<file path="src/sv/sef_pkg.sv">
// ----------------------------------------------------------------------------
// sef_pkg
// Shared types and constants of the sliding epoch framer.
// ----------------------------------------------------------------------------
package sef_pkg;

	localparam int CHANNELS      = 4;
	localparam int SAMPLE_W      = 16;
	localparam int TIME_W        = 63;
	localparam int RATE_W        = 16;
	localparam int LEN_W         = 7;
	localparam int STEP_W        = 16;
	localparam int CNT_W         = 32;
	localparam int FILL_W        = 16;
	localparam int FRAC_W        = 32;
	localparam int QUOT_W        = 64;
	localparam int NUM_W         = CNT_W + STEP_W + 1;
	localparam int EPOCH_MAX_DEF = 64;
	localparam int REG_IDX_W     = 2;
	localparam int FRAME_W       = CHANNELS * SAMPLE_W;

	localparam logic [REG_IDX_W-1:0] REG_RATE = 2'd0;
	localparam logic [REG_IDX_W-1:0] REG_LEN  = 2'd1;
	localparam logic [REG_IDX_W-1:0] REG_STEP = 2'd2;

	localparam logic [RATE_W-1:0] RATE_RST = 16'd512;
	localparam logic [LEN_W-1:0]  LEN_RST  = 7'd32;
	localparam logic [STEP_W-1:0] STEP_RST = 16'd16;

	typedef logic [FRAME_W-1:0] frame_t;

	typedef enum logic [2:0] {
		ST_IDLE,
		ST_MUL,
		ST_DIV0,
		ST_DIV1,
		ST_EMIT
	} state_t;

	typedef struct packed {
		logic             start;
		logic [NUM_W-1:0] num;
	} div_req_t;

endpackage

</file>
<file path="src/sv/sef_store.sv">
// ----------------------------------------------------------------------------
// sef_store
// Frame store: one write port, one registered read port.
// ----------------------------------------------------------------------------
module sef_store #(
	parameter int DEPTH = sef_pkg::EPOCH_MAX_DEF,
	parameter int AW    = $clog2(DEPTH)
) (
	input  logic            clk,
	input  logic            we,
	input  logic [AW-1:0]   waddr,
	input  sef_pkg::frame_t wdata,
	input  logic            re,
	input  logic [AW-1:0]   raddr,
	output sef_pkg::frame_t rdata
);
	import sef_pkg::*;

	frame_t mem [DEPTH];
	frame_t rdata_q;

	always_ff @(posedge clk) begin
		if (we) begin
			mem[waddr] <= wdata;
		end
		if (re) begin
			rdata_q <= mem[raddr];
		end
	end

	assign rdata = rdata_q;

endmodule

</file>
<file path="config.mk">
export PLATFORM = sky130hd
export DESIGN_NAME = sef_store
export DESIGN_NICKNAME = d
export VERILOG_FILES = /design/src/sv/sef_pkg.sv /design/src/sv/sef_store.sv
export SDC_FILE = /design/constraint.sdc
export NUM_CORES = 2
export LEC_CHECK = 0
export BUFFER_PORTS_ARGS = -buffer_cell sky130_fd_sc_hd__buf_2
export CORE_MARGIN = 1.5
export CORE_UTILIZATION = 54
export DETAILED_ROUTE_END_ITERATION = 8
export PLACE_DENSITY_LB_ADDON = 0.2
export SYNTH_ARGS = -nofsm -noshare
export SYNTH_HDL_FRONTEND = slang
export SYNTH_SLANG_ARGS = --single-unit
</file>
<file path="constraint.sdc">
create_clock -name clk -period 7.1 [get_ports clk]
set_clock_uncertainty 0.05 [all_clocks]
set_input_delay 0 -clock clk [delete_from_list [all_inputs] [get_ports clk]]
set_output_delay 0 -clock clk [all_outputs]
set_load 0.05 [all_outputs]
</file>
==> run summary <==
The number of global-route vias before repair was 76,000. The number of placed instances, taps included, is 10,400. The delay of the slowest cell on the worst path was 1360 ps. The horizontal extent of the die was 542 um; the combined area of all synthesized cells was 157,000 um^2.

For the worst-skew pair, the clock arrives at the later sink with an insertion delay of 930 ps. The run gives 55.1 nW as the total leakage power. The worst setup path is captured at a flop. The run gives 4 as the worst-case clock buffer depth. The critical path buffer and inverter count works out to 3. Part of the cycle the worst path needs: 0.470.

Total DRC errors in the routed layout: 0. Max-slew violation count: 0. The run gives 19,300 as the number of inserted filler cells in the final layout. The tools report the CTS sink count as 4,160.

The switching part of the total power works out to 0.210. For the headroom to the max-slew limit, the log shows 0.0393. The logs give 11,300 for the number of cells in the finished layout apart from fillers and 0 for the total number of yosys warnings. Synthesis-to-layout area growth: 12.8%. The library cell used most frequently in the layout, excluding fill and tap cells, is sky130_fd_sc_hd__edfxtp_1. Pin placement for this block handled 143 I/O pins. The number of hold-slack violations in the final timing report was 0; the mean number of vias per cell was 6.78. The flop and latch count out of synthesis was 4,160. In this design, the largest share of critical-path delay is due to simple AND/OR/NAND/NOR gates.

The tools report the storage element area as 125,000 um^2. The number of nets handed over by synthesis was 6,677. Synthesis produced a netlist whose cell count is 6,598.

In this run, synthesis inferred 4,160 flip-flops with an integrated enable. After routing the design area is 177,000 um^2. The combinational group share of total power was 0.048; the final layout net count was 7,130. The total of cells resized after clock tree synthesis is 0. Detailed placement finished with a half-perimeter wire length of 223 mm. The initialized floorplan defines 197 standard-cell rows.

The max-capacitance violation count was 0; the core footprint was 289,000 um^2. The H-tree was split into 5 levels. The starting density of the core is 0.544.

Summing all multi-input logic gate instances after layout gives 30,800 um^2. The detailed router placed 76,500 vias in this run. VDD sags by at most 237 uV.

The die outline height was 542 um. The initial antenna violation count was 18; the global-route wire length before repair was 597 mm. At the worst endpoint, the arrival time is 3810 ps. For this run, the top clock speed supported by timing is 300 MHz. Average wire per standard cell: 38.0 um. The logs give 10,500 for the iteration-0 DRC count of the detailed router and 0.613 for the fraction of the core area covered by cells at the end of the flow.

The critical path required time is 7580 ps, and the number of failing setup endpoints in the final timing report is 0. The first detailed-routing pass ran for 6 iterations. The mean area per synthesized cell is 23.8 um^2, and the total clock buffers created by CTS is 407. After clock tree synthesis, the clock-pin slew on the worst setup and hold paths is 60 ps. The fraction of registers with async set or reset after synthesis was 0.

Setup repair after global routing left no endpoint under its margin. Along the worst path, the maximum fanout reaches 25. On the critical path, the stage with the largest delay is an instance of sky130_fd_sc_hd__nor2_4. The count of nets left with antenna violations once routing finished came out at 0. Summed over all nets, the switching power comes to 10.7 mW.

Setup total negative slack on the finished layout was measured at 0 ps. The main flop type after synthesis is sky130_fd_sc_hd__edfxtp_1. The root buffer cell was sky130_fd_sc_hd__clkbuf_16. After global routing the overflow that remains totals 0. The actual transition at the worst max-transition pin is 1440 ps, and the total cell area at the placement stage is 163,000 um^2. Entering global routing, the biggest net connects 123 pins. The critical path goes through dlygate4sd3_1, buf_2, nor2_1, nand3_1, nor2_4, buf_4. The tools report the share of synthesized area occupied by flip-flops and latches as 0.796.

The top cell types in the final layout, fill and taps aside, are sky130_fd_sc_hd__edfxtp_1, sky130_fd_sc_hd__mux4_2, sky130_fd_sc_hd__clkbuf_16. For the final total power, the log shows 51.1 mW. The run gives 0.417 as the proportion of power drawn by the clock network. The sequential share of power came out at 0.535.

Number of distinct library cells after synthesis: 32. Routability-driven placement finished with a final weighted congestion of 0.788. Internal power consumption: 40.4 mW. TritonCTS built the clock tree. The worst path needs 3340 ps of the cycle, external delays included. The run finished with clean final reports. The category of the most critical setup path is in2reg. The worst setup path is launched from a primary input. For this design the ratio of total power to cell area is 289 nW/um^2. The floorplan step defined a die boundary enclosing 294,000 um^2.

After detailed routing, the total wire length is 428 mm. Fraction of layout cells with a size suffix above 1: 0.276. The number of port buffers came out at 142.

The min-delay analysis places its worst path in the category in2reg. The run gives 0.293 as the total track usage.
[final cells by class]
type | instances | share of cell area
Inverter | 19 | 0.000403
Multi-Input combinational cell | 2049 | 0.174
Tap cell | 3880 | 0.0274
Clock inverter | 244 | 0.0135
Antenna cell | 16 | 0.000226
Clock buffer | 495 | 0.0600
Timing Repair Buffer | 414 | 0.0190
Sequential cell | 4160 | 0.706
[cell families after synthesis]
family | Yosys count | synth area share
DFF | 4160 | 0.796
and+or+nand+nor | 386 | 0.0123
buffers and inverters | 389 | 0.0118
AOI/OAI and AO/OA | 504 | 0.0247
muxes | 1159 | 0.156
[path summary, 6_finish.rpt]
path	start	to	slack [ps]	cells after the start
hold reg to reg	mem[56][32]	rdata[32]	870	4
setup reg to reg	mem[13][2]	rdata[2]	4770	5
hold / removal	waddr[4]	mem[28][2]	60	3
setup / recovery	waddr[1]	mem[41][27]	3760	6
[per-stage QoR]
| stage | worst slack (ps) | hold slack (ps) |
|---|---|---|
| 2_1_floorplan | 1610 | 48.9 |
| 4_1_cts | 3860 | 13.2 |
| 6_report | 3760 | 63.8 |
| 3_3_place_gp | 3420 | 412 |
| 5_1_grt | 3800 | 59.0 |
| 3_5_place_dp | 3420 | 421 |
[Yosys cell counts, types with 19 or more instances]
master | instances | area (um^2)
sky130_fd_sc_hd__or2_2 | 28 | 175
sky130_fd_sc_hd__nand3_1 | 45 | 225
sky130_fd_sc_hd__edfxtp_1 | 4160 | 125000
sky130_fd_sc_hd__inv_1 | 19 | 71.3
sky130_fd_sc_hd__a22oi_1 | 168 | 1260
sky130_fd_sc_hd__a41oi_1 | 26 | 228
sky130_fd_sc_hd__nand2_1 | 58 | 218
sky130_fd_sc_hd__mux2i_1 | 135 | 1350
sky130_fd_sc_hd__buf_1 | 20 | 75.1
sky130_fd_sc_hd__mux4_2 | 1024 | 23100
sky130_fd_sc_hd__a211oi_1 | 63 | 473
sky130_fd_sc_hd__buf_2 | 170 | 851
sky130_fd_sc_hd__or3_1 | 29 | 181
sky130_fd_sc_hd__clkbuf_1 | 140 | 526
sky130_fd_sc_hd__nor2_1 | 112 | 420
sky130_fd_sc_hd__a2bb2oi_1 | 19 | 166
sky130_fd_sc_hd__nor2b_1 | 28 | 175
sky130_fd_sc_hd__a22o_1 | 88 | 771
sky130_fd_sc_hd__buf_4 | 34 | 255
sky130_fd_sc_hd__o221ai_1 | 38 | 333
sky130_fd_sc_hd__and3_1 | 64 | 400
sky130_fd_sc_hd__o22ai_1 | 83 | 519
[power by group through the flow]
stage | Combinational (mW) | Clock, mW | Sequential, mW
CTS | 2.45 | 21.5 | 27.3
finish | 2.45 | 21.3 | 27.3
floorplan | 1.27 | 0 | 27.9
global route | 2.57 | 22.4 | 27.3
global placement | 2.37 | 0 | 27.9
detailed placement | 2.41 | 0 | 27.9
[timing repair]
item,4_1_cts,5_1_grt
buffers inserted,0,0
hold buffers,75,0
endpoints found under the hold margin,4291,0
setup endpoints to repair,0,0
[metal layers]
layer / wire length [um] / up-vias / part of all wire / GRT usage
li1: - / 29500 / - / -
met1: 162000 / 41700 / 0.38 / 0.416
met2: 210000 / 4602 / 0.49 / 0.473
met3: 42200 / 742 / 0.099 / 0.0502
met4: 14200 / 4 / 0.033 / 0.0899
met5: 27 / - / 0.000063 / 0
[flip-flops by register name, indices dropped and copies added (netlist names)]
signal	count
mem	4096
rdata	64
[tightest hold or removal path: stages]
cell,delay (ps)
sky130_fd_sc_hd__buf_2,130
sky130_fd_sc_hd__nand3b_1,610
sky130_fd_sc_hd__nor2_4,70
(Power assumes the default switching activity.)
