### src/sv/sef_pkg.sv
// ----------------------------------------------------------------------------
// sef_pkg
// Shared types and constants of the sliding epoch framer.
// ----------------------------------------------------------------------------
package sef_pkg;

	localparam int CHANNELS      = 4;
	localparam int SAMPLE_W      = 16;
	localparam int TIME_W        = 63;
	localparam int RATE_W        = 16;
	localparam int LEN_W         = 7;
	localparam int STEP_W        = 16;
	localparam int CNT_W         = 32;
	localparam int FILL_W        = 16;
	localparam int FRAC_W        = 32;
	localparam int QUOT_W        = 64;
	localparam int NUM_W         = CNT_W + STEP_W + 1;
	localparam int EPOCH_MAX_DEF = 64;
	localparam int REG_IDX_W     = 2;
	localparam int FRAME_W       = CHANNELS * SAMPLE_W;

	localparam logic [REG_IDX_W-1:0] REG_RATE = 2'd0;
	localparam logic [REG_IDX_W-1:0] REG_LEN  = 2'd1;
	localparam logic [REG_IDX_W-1:0] REG_STEP = 2'd2;

	localparam logic [RATE_W-1:0] RATE_RST = 16'd512;
	localparam logic [LEN_W-1:0]  LEN_RST  = 7'd32;
	localparam logic [STEP_W-1:0] STEP_RST = 16'd16;

	typedef logic [FRAME_W-1:0] frame_t;

	typedef enum logic [2:0] {
		ST_IDLE,
		ST_MUL,
		ST_DIV0,
		ST_DIV1,
		ST_EMIT
	} state_t;

	typedef struct packed {
		logic             start;
		logic [NUM_W-1:0] num;
	} div_req_t;

endpackage

### src/sv/sef_div.sv
// ----------------------------------------------------------------------------
// sef_div
// Bit-serial divider: floor((num << 32) / divisor), low 64 quotient bits.
// ----------------------------------------------------------------------------
module sef_div (
	input  logic                      clk,
	input  logic                      arst_n,
	input  sef_pkg::div_req_t         req,
	input  logic [sef_pkg::RATE_W-1:0] divisor,
	output logic                      done,
	output logic [sef_pkg::QUOT_W-1:0] quot
);
	import sef_pkg::*;

	localparam int DIV_BITS = NUM_W + FRAC_W;
	localparam int DC_W     = $clog2(DIV_BITS);

	logic [DIV_BITS-1:0] num_q;
	logic [RATE_W-1:0]   rem_q;
	logic [QUOT_W-1:0]   quot_q;
	logic [DC_W-1:0]     cnt_q;
	logic                busy_q;
	logic                done_q;

	logic [RATE_W:0] trial;
	logic            ge;
	logic [RATE_W:0] diff;

	always_comb begin
		trial = {rem_q, num_q[DIV_BITS-1]};
		ge    = trial >= {1'b0, divisor};
		diff  = trial - {1'b0, divisor};
	end

	always_ff @(posedge clk or negedge arst_n) begin
		if (!arst_n) begin
			busy_q <= 1'b0;
			done_q <= 1'b0;
			cnt_q  <= '0;
		end else begin
			done_q <= 1'b0;
			if (req.start) begin
				busy_q <= 1'b1;
				cnt_q  <= '0;
			end else if (busy_q) begin
				cnt_q <= cnt_q + 1'b1;
				if (cnt_q == DC_W'(DIV_BITS - 1)) begin
					busy_q <= 1'b0;
					done_q <= 1'b1;
				end
			end
		end
	end

	always_ff @(posedge clk) begin
		if (req.start) begin
			num_q <= {req.num, {FRAC_W{1'b0}}};
			rem_q <= '0;
		end else if (busy_q) begin
			num_q  <= {num_q[DIV_BITS-2:0], 1'b0};
			rem_q  <= ge ? diff[RATE_W-1:0] : trial[RATE_W-1:0];
			quot_q <= {quot_q[QUOT_W-2:0], ge};
		end
	end

	assign done = done_q;
	assign quot = quot_q;

endmodule

### config.mk
export PLATFORM = sky130hd
export DESIGN_NAME = sef_div
export DESIGN_NICKNAME = d
export VERILOG_FILES = /design/src/sv/sef_pkg.sv /design/src/sv/sef_div.sv
export SDC_FILE = /design/constraint.sdc
export NUM_CORES = 1
export LEC_CHECK = 0
export BUFFER_PORTS_ARGS = -buffer_cell sky130_fd_sc_hd__buf_4
export CAP_MARGIN = 5
export CORE_MARGIN = 5
export CORE_UTILIZATION = 54
export CTS_CLUSTER_SIZE = 14
export DETAILED_ROUTE_END_ITERATION = 12
export PLACE_DENSITY = 0.85
export SETUP_SLACK_MARGIN = 0.4
export SYNTH_ARGS = -nofsm -noshare
export SYNTH_HDL_FRONTEND = slang
export SYNTH_SLANG_ARGS = --single-unit
### constraint.sdc
create_clock -name clk -period 5.3 [get_ports clk]
set_input_delay 0.53 -clock clk [delete_from_list [all_inputs] [get_ports clk]]
set_output_delay 0.53 -clock clk [all_outputs]
set_load 0.005 [all_outputs]
==> impl_metrics.csv <==
group,metric,value,unit
status,status,"completed",
power_and_ir_drop,switching_share,31.7,%
critical_path,startpoint,"num_q[80]",
synth,synth_nets,557,
floorplan,num_io_pins,133,
synth,synth-seq-cells,138,
drt,drc,0,
clocking,cts.sinks,138,
worst_hold_path,hold_path_startpoint,"req[0]",
drt,ant_nets,0,
critical_path,crit_type,"reg2reg",
critical_path,endpoint_kind,"flip-flop",
worst_hold_path,hold_class,"in2reg",
synth,yosys_warnings,0,
clocking,cts_tree,"done",
synth,synth_area_leaders,"edfxtp_1 54%, mux2_2 8.6%, dfxtp_1 5.1%",
global_route,grt_start_max_net_pins,70,
critical_path,cp-start-kind,"flip-flop",
critical_path,critPathMaxFanout,5,
clocking,cts_buffers,17,
worst_hold_path,min_delay_path_depth,2,
power_and_ir_drop,internal-power,2.31,mW
global_route,antenna_found_initial,0,
final_layout,finalNetCount,689,
final_layout,syn_to_final_growth,25.9,%
clocking,post_cts_buffers,0,
drt,drt-pass1-iter-count,4,
power_and_ir_drop,pwr-share-seq,41.4,%
power_and_ir_drop,ir_drop,0.368,mV
clocking,path_clk_slew,0.06,ns
floorplan,placementRows,39,
final_layout,fill_cells,803,
final_layout,final_area,7940,sq um
sta,rsz0062_at_grt,"no",
power_and_ir_drop,p_leak,3.20,nW
synth,syn_area_per_cell,13.4,sq um
drt,drtIter0Drc,411,
drt,wl,13.7,mm
synth,async_reset_ff_share,6.52,%
final_layout,drive_gt1_share,37.1,%
place,gp_congestion,0.894,
clocking,clock-root-buffer,"clkbuf_16",
floorplan,start_util,55.2,%
clocking,clk_latency,0.41,ns
place,io_buffer_count,132,
drt,wl_per_cell,18.1,microns
synth,netlist_instances,470,
power_and_ir_drop,switchingPower,1.07,mW
sta,finalSetupViolCount,0,
synth,ys_seq_area_share,62.5,%
synth,synth_top_area_cell,"edfxtp_1",
clocking,h-tree-depth,4,
critical_path,arrival,2.99,ns
clocking,cts_buffer_depth,2,
power_and_ir_drop,p_clk_share,32.2,%
sta,hold_slack,0.407,ns
power_and_ir_drop,pwr-share-comb,26.4,%
synth,syn_area,6300,sq um
sta,period_minus_slack,2.64,ns
place,hpwl,9.50,mm
synth,yosysTopAreaCellShare,53.8,%
critical_path,required,5.65,ns
sta,max_freq,378,MHz
final_layout,fin_util,69.5,%
sta,finalMaxSlewViolations,0,
synth,synth_edf_count,113,
power_and_ir_drop,power_density,426,nW/um^2
global_route,grt_remaining_overflow,0,
floorplan,die_h,118,microns
critical_path,reg2reg_from,"num_q[80]",
drt,vias,4319,
sta,finalCritPeriodShare,49.9,%
sta,worst_pin_slew,0.777,ns
global_route,grt_usage,19.5,%
sta,maxSlewHeadroom,48.2,%
place,placed_area,7370,sq um
floorplan,die_area,13900,sq um
synth,synthDistinctLibCells,66,
synth,ys.flop_type,"edfxtp_1",
sta,final.setup_skew,0.0104,ns
global_route,grt_pass1_wl,21.9,mm
global_route,grt_pass1_vias,4299,
floorplan,design.core.area,11400,sq um
sta,hold_viol,0,
floorplan,die_w,118,microns
run,cap_violations,0,
drt,routed_via_density,5.70,
critical_path,r2r_cells,9,
sta,setup_tns,0,ns
final_layout,diodes,0,
-- placed cells by master (no fill, tap or decap), types with 6 or more instances in the layout --
cell type	n
edfxtp_1	113
ha_1	18
buf_4	134
nand2_1	16
clkbuf_16	17
inv_6	6
inv_1	25
nand4_1	7
dfrtp_1	9
dfxtp_1	16
o211ai_1	6
a21oi_1	13
o21ai_0	23
nor2_1	34
nand3_1	11
mux2_2	48
a311oi_1	7
-- through the flow --
step	worst slack (ns)	cells	power [mW]
global route	2.46	758	3.56
global placement	2.52	725	2.25
detailed placement	2.44	725	2.29
floorplan	2.12	470	2.04
CTS	2.65	758	3.39
finish	2.66	758	3.38
-- kinds of logic after synthesis --
logic type               count (synthesis)  share of synthesized area [%]
buffers and inverters                   49                           3.45
XOR/XNOR                                10                           1.39
AO/OA/AOI/OAI                          100                           11.4
flip-flops                             138                           62.5
AND/OR/NAND/NOR                        104                           8.47
adder cells (fa/ha/maj)                 19                           3.89
multiplexers                            50                           8.89
-- worst max-delay path: stages (launching register included) --
cell and delay (ns):
edfxtp_1 0.35, inv_1 0.05, ha_1 0.20, fa_1 0.39, and2b_1 0.29, o221ai_1 0.23, a211o_1 0.38, a2111oi_0 0.43
nor3_1 0.12, o21ai_1 0.13
-- synth_stat cells, drive strengths merged (2+ instances only) --
| master | n |
|---|---|
| edfxtp | 113 |
| mux2 | 48 |
| nor2 | 35 |
| o21ai | 27 |
| inv | 26 |
| ha | 18 |
| dfxtp | 16 |
| nand2 | 16 |
| a21oi | 14 |
| nand3 | 13 |
| buf | 11 |
| clkbuf | 11 |
| dfrtp | 9 |
| a311oi | 8 |
| nand4 | 7 |
| a21o | 6 |
| o211ai | 6 |
| a211oi | 5 |
| and3 | 5 |
| nand2b | 5 |
| nor3 | 5 |
| o21a | 5 |
| or3 | 5 |
| xnor2 | 5 |
| xor2 | 5 |
| a2111oi | 4 |
| and2 | 4 |
| a32oi | 3 |
| o311ai | 3 |
| or2 | 3 |
| a211o | 2 |
| a41oi | 2 |
| mux2i | 2 |
| o221ai | 2 |
| o22ai | 2 |
| o31ai | 2 |
-- power by group through the flow --
stage | Clock [mW] | Combinational, mW | Sequential, mW
after floorplan | 0 | 0.660 | 1.38
after global placement | 0 | 0.840 | 1.41
after detailed placement | 0 | 0.874 | 1.41
after CTS | 1.11 | 0.881 | 1.40
after global routing | 1.16 | 0.983 | 1.41
final | 1.09 | 0.891 | 1.40
-- state kept, by name (all words and copies together), names as in the netlist --
| signal | flops |
|---|---|
| num_q | 49 |
| busy_q | 1 |
| rem_q | 16 |
| done | 1 |
| cnt_q | 7 |
| quot | 64 |
-- area by class of cell --
class	instances	area [sq um]	area share [%]
Sequential cell	138	3940	49.6
Clock buffer	17	425	5.36
Timing Repair Buffer	135	1020	12.8
Tap cell	143	179	2.25
Clock inverter	15	128	1.61
Multi-Input combinational cell	283	2150	27.1
Inverter	27	101	1.28
-- metal layers --
| layer | up-vias | track usage [%] | wire [microns] |
|---|---|---|---|
| met5 | - | 0 | 0 |
| met4 | 0 | 6.02 | 151 |
| met3 | 10 | 5.09 | 885 |
| met2 | 150 | 32.0 | 6880 |
| met1 | 2093 | 25.4 | 5790 |
| li1 | 2066 | - | - |
-- timing repair --
item | 4_1_cts | 5_1_grt
hold buffers | 1 | 0
endpoints found under the hold margin | 9 | 0
resized for setup | 0 | 0
-- worst paths after layout --
check	slack, ns	to
worst max-delay path	2.66	rem_q[14]
worst min-delay path	0.41	num_q[32]
worst max register to register	2.66	rem_q[14]
worst min register to register	0.45	quot[24]
max in group asynchronous	4.67	cnt_q[3]
min in group asynchronous	0.49	busy_q
(Power assumes the default switching activity.)
